[config.mk]
export PLATFORM = sky130hd
export DESIGN_NAME = dual_channel_tare_calibrator
export DESIGN_NICKNAME = d
export VERILOG_FILES = /design/src/hdl/dctc_pkg.sv /design/src/hdl/dctc_in_reg.sv /design/src/hdl/dctc_core.sv /design/src/hdl/dctc_out_reg.sv /design/src/hdl/dual_channel_tare_calibrator.sv
export VERILOG_INCLUDE_DIRS = /design/src /design/src/hdl
export SDC_FILE = /design/constraint.sdc
export NUM_CORES = 2
export LEC_CHECK = 0
export ABC_AREA = 0
export BUFFER_PORTS_ARGS = -buffer_cell sky130_fd_sc_hd__clkbuf_2
export CAP_MARGIN = 10
export CORE_MARGIN = 3
export CORE_UTILIZATION = 55
export CTS_BUF_LIST = sky130_fd_sc_hd__clkbuf_16
export CTS_CLUSTER_SIZE = 28
export DETAILED_ROUTE_END_ITERATION = 10
export PLACE_DENSITY = 0.79
export SYNTH_ARGS = -nofsm -noshare
export SYNTH_HDL_FRONTEND = slang
export SYNTH_HIERARCHICAL = 1
export SYNTH_SLANG_ARGS = --single-unit
[constraint.sdc]
create_clock -name clk -period 18.5 [get_ports clk]
set_input_delay 1.85 -clock clk [delete_from_list [all_inputs] [get_ports clk]]
set_output_delay 1.85 -clock clk [all_outputs]
set_load 0.02 [all_outputs]
[src/hdl/assert_macros.svh]
// Assertion macros used by the file that checks the calibrator's logic.
`ifndef ASSERT_MACROS_SVH
`define ASSERT_MACROS_SVH

// Checks a condition that must hold in the same cycle as its trigger.
`define DCTC_ASSERT_NOW(label, clk, rst_n, ante, cons, msg) \
    label: assert property (@(posedge clk) disable iff (!rst_n) (ante) |-> (cons)) \
        else $error(msg);

// Checks a condition that must hold in the cycle after its trigger.
`define DCTC_ASSERT_NEXT(label, clk, rst_n, ante, cons, msg) \
    label: assert property (@(posedge clk) disable iff (!rst_n) (ante) |=> (cons)) \
        else $error(msg);

`endif

[src/hdl/dctc_pkg.sv]
// Shared types, codes and defaults of the tare calibrator.
package dctc_pkg;

    localparam int DEF_SAMPLE_COUNT = 20;
    localparam int DEF_CHANNELS     = 2;
    localparam int DEF_SAMPLE_BITS  = 24;

    localparam logic [31:0] WATCHDOG_RESET = 32'd3000000;

    localparam int SAMPLE_W = 24;
    localparam int TARED_W  = 25;
    localparam int OFFSET_W = 24;
    localparam int STATUS_W = 2;
    localparam int LIMIT_W  = 32;
    localparam int COUNT_W  = 8;

    localparam int S_TDATA_W = 24;
    localparam int S_TUSER_W = 2;
    localparam int M_TDATA_W = 56;
    localparam int M_TUSER_W = 3;

    localparam logic ACT_SAMPLE = 1'b0;
    localparam logic ACT_TICK   = 1'b1;

    localparam logic [STATUS_W-1:0] STATUS_NORMAL = 2'd0;
    localparam logic [STATUS_W-1:0] STATUS_CAL    = 2'd1;
    localparam logic [STATUS_W-1:0] STATUS_FAILED = 2'd2;

    typedef struct packed {
        logic                action;
        logic                channel;
        logic [SAMPLE_W-1:0] sample;
    } item_t;

    typedef struct packed {
        logic [STATUS_W-1:0]        status;
        logic                       reading_valid;
        logic signed [TARED_W-1:0]  tared_reading;
        logic signed [OFFSET_W-1:0] channel_offset;
    } result_t;

endpackage

[src/hdl/dctc_in_reg.sv]
// Input register: holds one accepted item until the core consumes it.
module dctc_in_reg (
    input  logic           clk,
    input  logic           rst_n,
    input  logic           s_tvalid,
    output logic           s_tready,
    input  dctc_pkg::item_t item_in,
    input  logic           take,
    output logic           item_vld,
    output dctc_pkg::item_t item_out
);
    import dctc_pkg::*;

    logic  vld_reg;
    logic  vld_next;
    item_t item_reg;

    // A new item may enter when the register is empty or is drained this cycle.
    assign s_tready = !vld_reg || take;
    assign vld_next = (s_tvalid && s_tready) || (vld_reg && !take);

    always_ff @(posedge clk or negedge rst_n)
    begin
        if (!rst_n)
        begin
            vld_reg <= 1'b0;
        end
        else
        begin
            vld_reg <= vld_next;
        end
    end

    always_ff @(posedge clk)
    begin
        if (s_tvalid && s_tready)
        begin
            item_reg <= item_in;
        end
    end

    assign item_vld = vld_reg;
    assign item_out = item_reg;

endmodule

[src/hdl/dctc_core.sv]
// Calibration state, offset computation and result formation for one item per cycle while take is high.
module dctc_core #(
    parameter int SAMPLE_COUNT = dctc_pkg::DEF_SAMPLE_COUNT,
    parameter int CHANNELS     = dctc_pkg::DEF_CHANNELS,
    parameter int SAMPLE_BITS  = dctc_pkg::DEF_SAMPLE_BITS
) (
    input  logic                          clk,
    input  logic                          rst_n,
    input  logic                          cfg_wr_en,
    input  logic [dctc_pkg::LIMIT_W-1:0]  cfg_wr_data,
    input  logic                          take,
    input  dctc_pkg::item_t               item,
    output dctc_pkg::result_t             res,
    output logic [dctc_pkg::STATUS_W-1:0] cur_mode
);
    import dctc_pkg::*;

    localparam int CH_W    = (CHANNELS > 1) ? $clog2(CHANNELS) : 1;
    localparam int SUM_W   = SAMPLE_BITS + COUNT_W;
    localparam int NB      = SUM_W - 1;
    localparam int DIV_L   = $clog2(SAMPLE_COUNT);
    localparam int DIV_SH  = NB + DIV_L;
    localparam int DIV_MW  = NB + 1;
    localparam int PROD_W  = NB + DIV_MW;
    localparam logic [63:0] DIV_NUM = 64'd1 << DIV_SH;
    // Reciprocal of the sample count, rounded up, exact for NB-bit magnitudes.
    localparam logic [DIV_MW-1:0] DIV_M =
        DIV_MW'((DIV_NUM + 64'(SAMPLE_COUNT) - 64'd1) / 64'(SAMPLE_COUNT));

    typedef enum logic [STATUS_W-1:0] {
        MODE_NORMAL = STATUS_NORMAL,
        MODE_CAL    = STATUS_CAL,
        MODE_FAILED = STATUS_FAILED
    } mode_t;

    mode_t                         mode_reg;
    mode_t                         mode_next;
    logic [LIMIT_W-1:0]            limit_reg;
    logic [LIMIT_W-1:0]            ticks_reg;
    logic [LIMIT_W-1:0]            ticks_next;
    logic [LIMIT_W-1:0]            ticks_inc;
    logic signed [SUM_W-1:0]       sum_reg  [CHANNELS];
    logic signed [SUM_W-1:0]       sum_next [CHANNELS];
    logic [COUNT_W-1:0]            cnt_reg  [CHANNELS];
    logic [COUNT_W-1:0]            cnt_next [CHANNELS];
    logic [CHANNELS-1:0]           done_reg;
    logic [CHANNELS-1:0]           done_next;
    logic signed [SAMPLE_BITS-1:0] off_reg  [CHANNELS];
    logic signed [SAMPLE_BITS-1:0] off_next [CHANNELS];
    logic signed [SAMPLE_BITS-1:0] raw_reg  [CHANNELS];
    logic signed [SAMPLE_BITS-1:0] raw_next [CHANNELS];

    logic                          present;
    logic [CH_W-1:0]               ch_idx;
    logic signed [SAMPLE_BITS-1:0] smp;
    logic signed [SUM_W-1:0]       sum_add;
    logic signed [SUM_W-1:0]       sum_neg;
    logic [COUNT_W:0]              cnt_inc;
    logic [NB-1:0]                 div_mag;
    logic [PROD_W-1:0]             div_prod;
    logic [SAMPLE_BITS-1:0]        div_q;
    logic signed [SAMPLE_BITS-1:0] div_off;
    logic signed [SAMPLE_BITS-1:0] off_sel;
    logic signed [SAMPLE_BITS-1:0] raw_sel;
    logic signed [TARED_W-1:0]     tared;

    assign present = int'(item.channel) < CHANNELS;
    assign ch_idx  = CH_W'(item.channel);
    assign smp     = $signed(item.sample[SAMPLE_BITS-1:0]);
    assign sum_add = sum_reg[ch_idx] + SUM_W'(smp);
    assign sum_neg = -sum_add;
    assign cnt_inc = {1'b0, cnt_reg[ch_idx]} + (COUNT_W + 1)'(1);

    // Truncating division of the finished sum by the sample count: magnitude
    // times the reciprocal, then the sign is put back.
    assign div_mag  = sum_add[SUM_W-1] ? NB'(sum_neg) : NB'(sum_add);
    assign div_prod = PROD_W'(div_mag) * PROD_W'(DIV_M);
    assign div_q    = div_prod[DIV_SH +: SAMPLE_BITS];
    assign div_off  = sum_add[SUM_W-1] ? $signed(-div_q) : $signed(div_q);

    assign ticks_inc = (&ticks_reg) ? ticks_reg : ticks_reg + LIMIT_W'(1);

    always_comb
    begin
        mode_next  = mode_reg;
        ticks_next = ticks_reg;
        sum_next   = sum_reg;
        cnt_next   = cnt_reg;
        done_next  = done_reg;
        off_next   = off_reg;
        raw_next   = raw_reg;
        if (item.action == ACT_SAMPLE)
        begin
            if (present)
            begin
                unique case (mode_reg)
                    MODE_CAL:
                    begin
                        if (!done_reg[ch_idx])
                        begin
                            sum_next[ch_idx] = sum_add;
                            cnt_next[ch_idx] = cnt_inc[COUNT_W-1:0];
                            if (cnt_inc >= (COUNT_W + 1)'(SAMPLE_COUNT))
                            begin
                                off_next[ch_idx]  = div_off;
                                done_next[ch_idx] = 1'b1;
                            end
                            // Seed the raw readings so the first tared reading is zero.
                            if (&done_next)
                            begin
                                raw_next  = off_next;
                                mode_next = MODE_NORMAL;
                            end
                        end
                    end
                    MODE_NORMAL:
                    begin
                        raw_next[ch_idx] = smp;
                    end
                    default:
                    begin
                    end
                endcase
            end
        end
        else if (mode_reg == MODE_CAL)
        begin
            ticks_next = ticks_inc;
            if (ticks_inc >= limit_reg)
            begin
                mode_next = MODE_FAILED;
            end
        end
    end

    assign off_sel = present ? off_next[ch_idx] : '0;
    assign raw_sel = present ? raw_next[ch_idx] : '0;
    assign tared   = TARED_W'(raw_sel) - TARED_W'(off_sel);

    always_comb
    begin
        res.status         = mode_next;
        res.reading_valid  = present && (mode_next == MODE_NORMAL);
        res.tared_reading  = res.reading_valid ? tared : '0;
        res.channel_offset = OFFSET_W'(off_sel);
    end

    always_ff @(posedge clk or negedge rst_n)
    begin
        if (!rst_n)
        begin
            mode_reg  <= MODE_CAL;
            limit_reg <= WATCHDOG_RESET;
            ticks_reg <= '0;
            done_reg  <= '0;
            for (int i = 0; i < CHANNELS; i++)
            begin
                sum_reg[i] <= '0;
                cnt_reg[i] <= '0;
                off_reg[i] <= '0;
                raw_reg[i] <= '0;
            end
        end
        else
        begin
            if (cfg_wr_en)
            begin
                limit_reg <= cfg_wr_data;
            end
            if (take)
            begin
                mode_reg  <= mode_next;
                ticks_reg <= ticks_next;
                done_reg  <= done_next;
                sum_reg   <= sum_next;
                cnt_reg   <= cnt_next;
                off_reg   <= off_next;
                raw_reg   <= raw_next;
            end
        end
    end

    assign cur_mode = mode_reg;

endmodule

[src/hdl/dctc_out_reg.sv]
// Result register: holds one result until the downstream side takes it.
module dctc_out_reg (
    input  logic                           clk,
    input  logic                           rst_n,
    input  logic                           load,
    input  dctc_pkg::result_t              res,
    output logic                           m_tvalid,
    input  logic                           m_tready,
    output logic [dctc_pkg::M_TDATA_W-1:0] m_tdata,
    output logic [dctc_pkg::M_TUSER_W-1:0] m_tuser
);
    import dctc_pkg::*;

    localparam int PAD_W = M_TDATA_W - TARED_W - OFFSET_W;

    logic    vld_reg;
    logic    vld_next;
    result_t res_reg;

    assign vld_next = load || (vld_reg && !m_tready);

    always_ff @(posedge clk or negedge rst_n)
    begin
        if (!rst_n)
        begin
            vld_reg <= 1'b0;
        end
        else
        begin
            vld_reg <= vld_next;
        end
    end

    always_ff @(posedge clk)
    begin
        if (load)
        begin
            res_reg <= res;
        end
    end

    assign m_tvalid = vld_reg;
    assign m_tdata  = {PAD_W'(0), res_reg.channel_offset, res_reg.tared_reading};
    assign m_tuser  = {res_reg.reading_valid, res_reg.status};

endmodule

[src/hdl/dual_channel_tare_calibrator.sv]
// Top level of the two-channel tare calibrator.
//
// The block takes one item per clock while the output is not stalled: an
// input register, the logic that updates the calibration state, and a
// result register; a result is offered once its item has passed the state
// update into the result register and leaves when m_axis_tready is high.
// s_axis_tready follows m_axis_tready combinationally. After reset each
// channel averages its first SAMPLE_COUNT samples into an offset (rounded
// toward zero); when every channel is done the status turns normal and
// tared readings start at zero. Ticks count against the watchdog limit
// (cfg_wr_data, written with cfg_wr_en while idle); reaching it during
// calibration fails the block for good.
`include "assert_macros.svh"

module dual_channel_tare_calibrator #(
    parameter int SAMPLE_COUNT = dctc_pkg::DEF_SAMPLE_COUNT,
    parameter int CHANNELS     = dctc_pkg::DEF_CHANNELS,
    parameter int SAMPLE_BITS  = dctc_pkg::DEF_SAMPLE_BITS
) (
    input  logic                           clk,
    input  logic                           rst_n,
    input  logic                           s_axis_tvalid,
    output logic                           s_axis_tready,
    // sample
    input  logic [dctc_pkg::S_TDATA_W-1:0] s_axis_tdata,
    // action, channel
    input  logic [dctc_pkg::S_TUSER_W-1:0] s_axis_tuser,
    output logic                           m_axis_tvalid,
    input  logic                           m_axis_tready,
    // tared_reading, channel_offset, zero padding
    output logic [dctc_pkg::M_TDATA_W-1:0] m_axis_tdata,
    // status, reading_valid
    output logic [dctc_pkg::M_TUSER_W-1:0] m_axis_tuser,
    input  logic                           cfg_wr_en,
    input  logic [dctc_pkg::LIMIT_W-1:0]   cfg_wr_data
);
    import dctc_pkg::*;

    item_t               item_in;
    item_t               item;
    logic                item_vld;
    logic                take;
    result_t             res;
    logic [STATUS_W-1:0] cur_mode;
    logic                mode_failed;
    logic                mode_normal;
    logic                mode_cal;
    logic                out_stall;
    logic                out_invalid;
    logic                tared_zero;

    assign item_in.action  = s_axis_tuser[0];
    assign item_in.channel = s_axis_tuser[1];
    assign item_in.sample  = s_axis_tdata;

    // The held item is processed whenever the result register can accept it.
    assign take = item_vld && (!m_axis_tvalid || m_axis_tready);

    dctc_in_reg u_in_reg (
        .clk      (clk),
        .rst_n    (rst_n),
        .s_tvalid (s_axis_tvalid),
        .s_tready (s_axis_tready),
        .item_in  (item_in),
        .take     (take),
        .item_vld (item_vld),
        .item_out (item)
    );

    dctc_core #(
        .SAMPLE_COUNT (SAMPLE_COUNT),
        .CHANNELS     (CHANNELS),
        .SAMPLE_BITS  (SAMPLE_BITS)
    ) u_core (
        .clk         (clk),
        .rst_n       (rst_n),
        .cfg_wr_en   (cfg_wr_en),
        .cfg_wr_data (cfg_wr_data),
        .take        (take),
        .item        (item),
        .res         (res),
        .cur_mode    (cur_mode)
    );

    dctc_out_reg u_out_reg (
        .clk      (clk),
        .rst_n    (rst_n),
        .load     (take),
        .res      (res),
        .m_tvalid (m_axis_tvalid),
        .m_tready (m_axis_tready),
        .m_tdata  (m_axis_tdata),
        .m_tuser  (m_axis_tuser)
    );

    assign mode_failed = (cur_mode == STATUS_FAILED);
    assign mode_normal = (cur_mode == STATUS_NORMAL);
    assign mode_cal    = (cur_mode == STATUS_CAL);
    assign out_stall   = item_vld && m_axis_tvalid && !m_axis_tready;
    assign out_invalid = m_axis_tvalid && !m_axis_tuser[STATUS_W];
    assign tared_zero  = (m_axis_tdata[TARED_W-1:0] == '0);

    `DCTC_ASSERT_NEXT(a_failed_terminal, clk, rst_n, mode_failed, mode_failed, "failed mode left")
    `DCTC_ASSERT_NEXT(a_no_recalibration, clk, rst_n, mode_normal, !mode_cal, "calibration reentered")
    `DCTC_ASSERT_NOW(a_stall_blocks_input, clk, rst_n, out_stall, !s_axis_tready, "taken in stall")
    `DCTC_ASSERT_NOW(a_tared_zero_when_invalid, clk, rst_n, out_invalid, tared_zero, "tared not zero")

endmodule

==> results.json <==
{
  "status": "finished clean",
  "hold_path_startpoint": "u_core/cnt_reg[10]",
  "rsz0062_at_grt": "no",
  "final_cell_mix": "487 x inv_1, 420 x nand2_1, 366 x ha_1, 239 x fa_1, 235 x dfrtp_1",
  "num-nets-final": 4299,
  "start_util_pct": 56.1,
  "max_freq_ghz": 0.0568,
  "cts_sinks": 324,
  "slew_viol_final": 0,
  "portBuffers": 116,
  "final_antenna_net_count": 0,
  "cts_tree": "done",
  "clk_path_buf_depth": 3,
  "cts_setup_buffers": 0,
  "drv_cap": 0,
  "cts.clk_slew.worst_paths_ns": 0.06,
  "antenna_found_initial": 0,
  "path_common_cell": "a21oi_1",
  "grt_usage_pct": 27.9,
  "yosysSeqAreaShare_pct": 26.1,
  "synth_edf_count": 78,
  "synthDistinctLibCells": 99,
  "routedWlPerCell_um": 20.0,
  "cpLargestDelayFamily": "compound AO/OA/AOI/OAI gates",
  "hold_buffers": 0,
  "gp_congestion": 1.02,
  "cts_max_level": 2,
  "timing.rr.end": "u_out_reg/m_tdata[22]",
  "slowest_delay_ns": 0.64,
  "dp_hpwl_mm": 69.6,
  "largest_register_ffs": 64,
  "num_rows": 88,
  "worst_pin_slew_ns": 1.24,
  "finalHoldViolations": 0,
  "synth_cells": 3567,
  "required_ns": 18.77,
  "endpoint_kind": "flop",
  "viasPerCell": 6.03,
  "final.min_clock_period_ns": 17.62,
  "yosysWarnings": 6,
  "drtPass1Iterations": 8,
  "period_share_pct": 95.2,
  "clock_latency_ns": 0.54,
  "synth_area_sq_um": 32700,
  "ys_seq_elements": 324,
  "holdPathStages": 1,
  "synth.area.top_cells": "dfrtp_1 18%, fa_1 15%, ha_1 14%",
  "place_ws_ns": 0.954,
  "via_count": 26600,
  "crit_arrival_ns": 17.89,
  "crit_path_start_kind": "flop",
  "drive_above_1_share_pct": 9.49,
  "setup_ws_ns": 0.880,
  "dpl-instance-area_sq_um": 34000,
  "slew_headroom_pct": 16.9,
  "critPathKind": "reg2reg",
  "io_pins": 124,
  "skew_ns": 0.0190,
  "layout_commonest_cell": "inv_1",
  "diodes": 0,
  "area_growth_pct": 7.68,
  "synth.largest_area_cell": "dfrtp_1",
  "numCtsBuffers": 34,
  "reg2reg_slack_ns": 0.88,
  "setup_viol": 0,
  "ff2ff_path_depth": 65,
  "die_y_um": 250,
  "grt_pass1_vias": 26400,
  "slowest_stage": "fa_1",
  "tns_ns": 0,
  "drc": 0,
  "critPathMaxFanout": 55,
  "dieArea_sq_um": 62400,
  "r2r-start": "u_in_reg/item_out[24]",
  "path_buf_inv": 7,
  "drt_wl_total_mm": 88.3,
  "hold_ws_ns": 0.469,
  "grt_start_max_net_pins": 131,
  "synth_ff_type": "dfrtp_1",
  "ys_async_sr_fraction_pct": 75.9,
  "synth.avg_cell_area_sq_um": 9.16,
  "gr-total-overflow": 0,
  "grt_pass1_wl_mm": 141,
  "core_region_area_sq_um": 58200,
  "min_to": "u_core/cnt_reg[10]",
  "hp-class": "reg2reg",
  "drtIter0Drc": 2894,
  "netlist.area_leader.share_pct": 18.0,
  "fin_area_sq_um": 35200,
  "ctsRootBufferMaster": "clkbuf_16",
  "post_cts_resized": 0,
  "die_x_um": 250
}
[logic make-up (layout without fill, tap and decap cells)]
| group | after synthesis | after routing | share of synthesized area, % |
|---|---|---|---|
| AND/OR/NAND/NOR | 934 | 934 | 13.0 |
| AO/OA/AOI/OAI | 749 | 749 | 15.1 |
| buffers and inverters | 614 | 698 | 7.20 |
| adder cells (fa/ha/maj) | 605 | 605 | 28.7 |
| flip-flops | 324 | 324 | 26.1 |
| XOR/XNOR | 200 | 200 | 5.39 |
| multiplexers | 140 | 140 | 4.63 |
| other | 1 | 7 | 0.0115 |
[routing by layer]
layer / routed length [um] / global-route usage, %
met1: 36800 / 38.0
met2: 40800 / 45.2
met3: 7270 / 4.64
met4: 3510 / 9.93
met5: 0 / 0
[cell usage after synthesis, types with 76 or more instances]
cell        n
xor2_1     76
inv_1     482
nor2_1    203
o21ai_0   177
a21o_1     85
dfrtp_1   235
fa_1      239
xnor2_1   123
nand2_1   420
mux2_2     89
a21oi_1   176
edfxtp_1   78
ha_1      366
clkbuf_1  103
[through the flow]
stage | utilization (%) | cells
finish | 60.4 | 4422
global route | 60.4 | 4422
CTS | 60.4 | 4422
detailed placement | 58.4 | 4360
global placement | 58.4 | 4360
floorplan | - | 3573
[layout make-up]
cell class,count,area (sq um)
clock inverters,27,248
repair buffers,152,873
well taps,765,957
fillers,4904,23100
clock buffers,35,876
multi-input cells,2635,21900
flip-flops and latches,324,8510
inverters,484,1820
[worst max-delay path by stage]
| stage | slack [ns] | to | startpoint | cells after the start |
|---|---|---|---|---|
| floorplan | 1.33 | u_out_reg/m_tdata[22] | u_in_reg/item_out[24] | 70 |
| global placement | 1.67 | u_out_reg/m_tdata[22] | u_in_reg/item_out[24] | 65 |
| detailed placement | 0.95 | u_out_reg/m_tdata[22] | u_in_reg/item_out[24] | 65 |
| CTS | 0.82 | u_out_reg/m_tdata[22] | u_in_reg/item_out[24] | 65 |
| global route | 0.04 | u_out_reg/m_tdata[23] | u_in_reg/item_out[24] | 65 |
| finish | 0.88 | u_out_reg/m_tdata[22] | u_in_reg/item_out[24] | 65 |
[worst reg2reg max path, delay by kind of cell (launching register included)]
kind                     cells  cell delay (ns)
multiplexers                 2             0.62
flip-flops                   1             0.46
AND/OR/NAND/NOR             14             3.85
XOR/XNOR                     2             0.70
adder cells (fa/ha/maj)     11             5.18
buffers and inverters        7             0.76
AO/OA/AOI/OAI               29             5.78
Power is not shown: default switching activity piles up to over one toggle a cycle in this logic, so the estimate is an artifact.
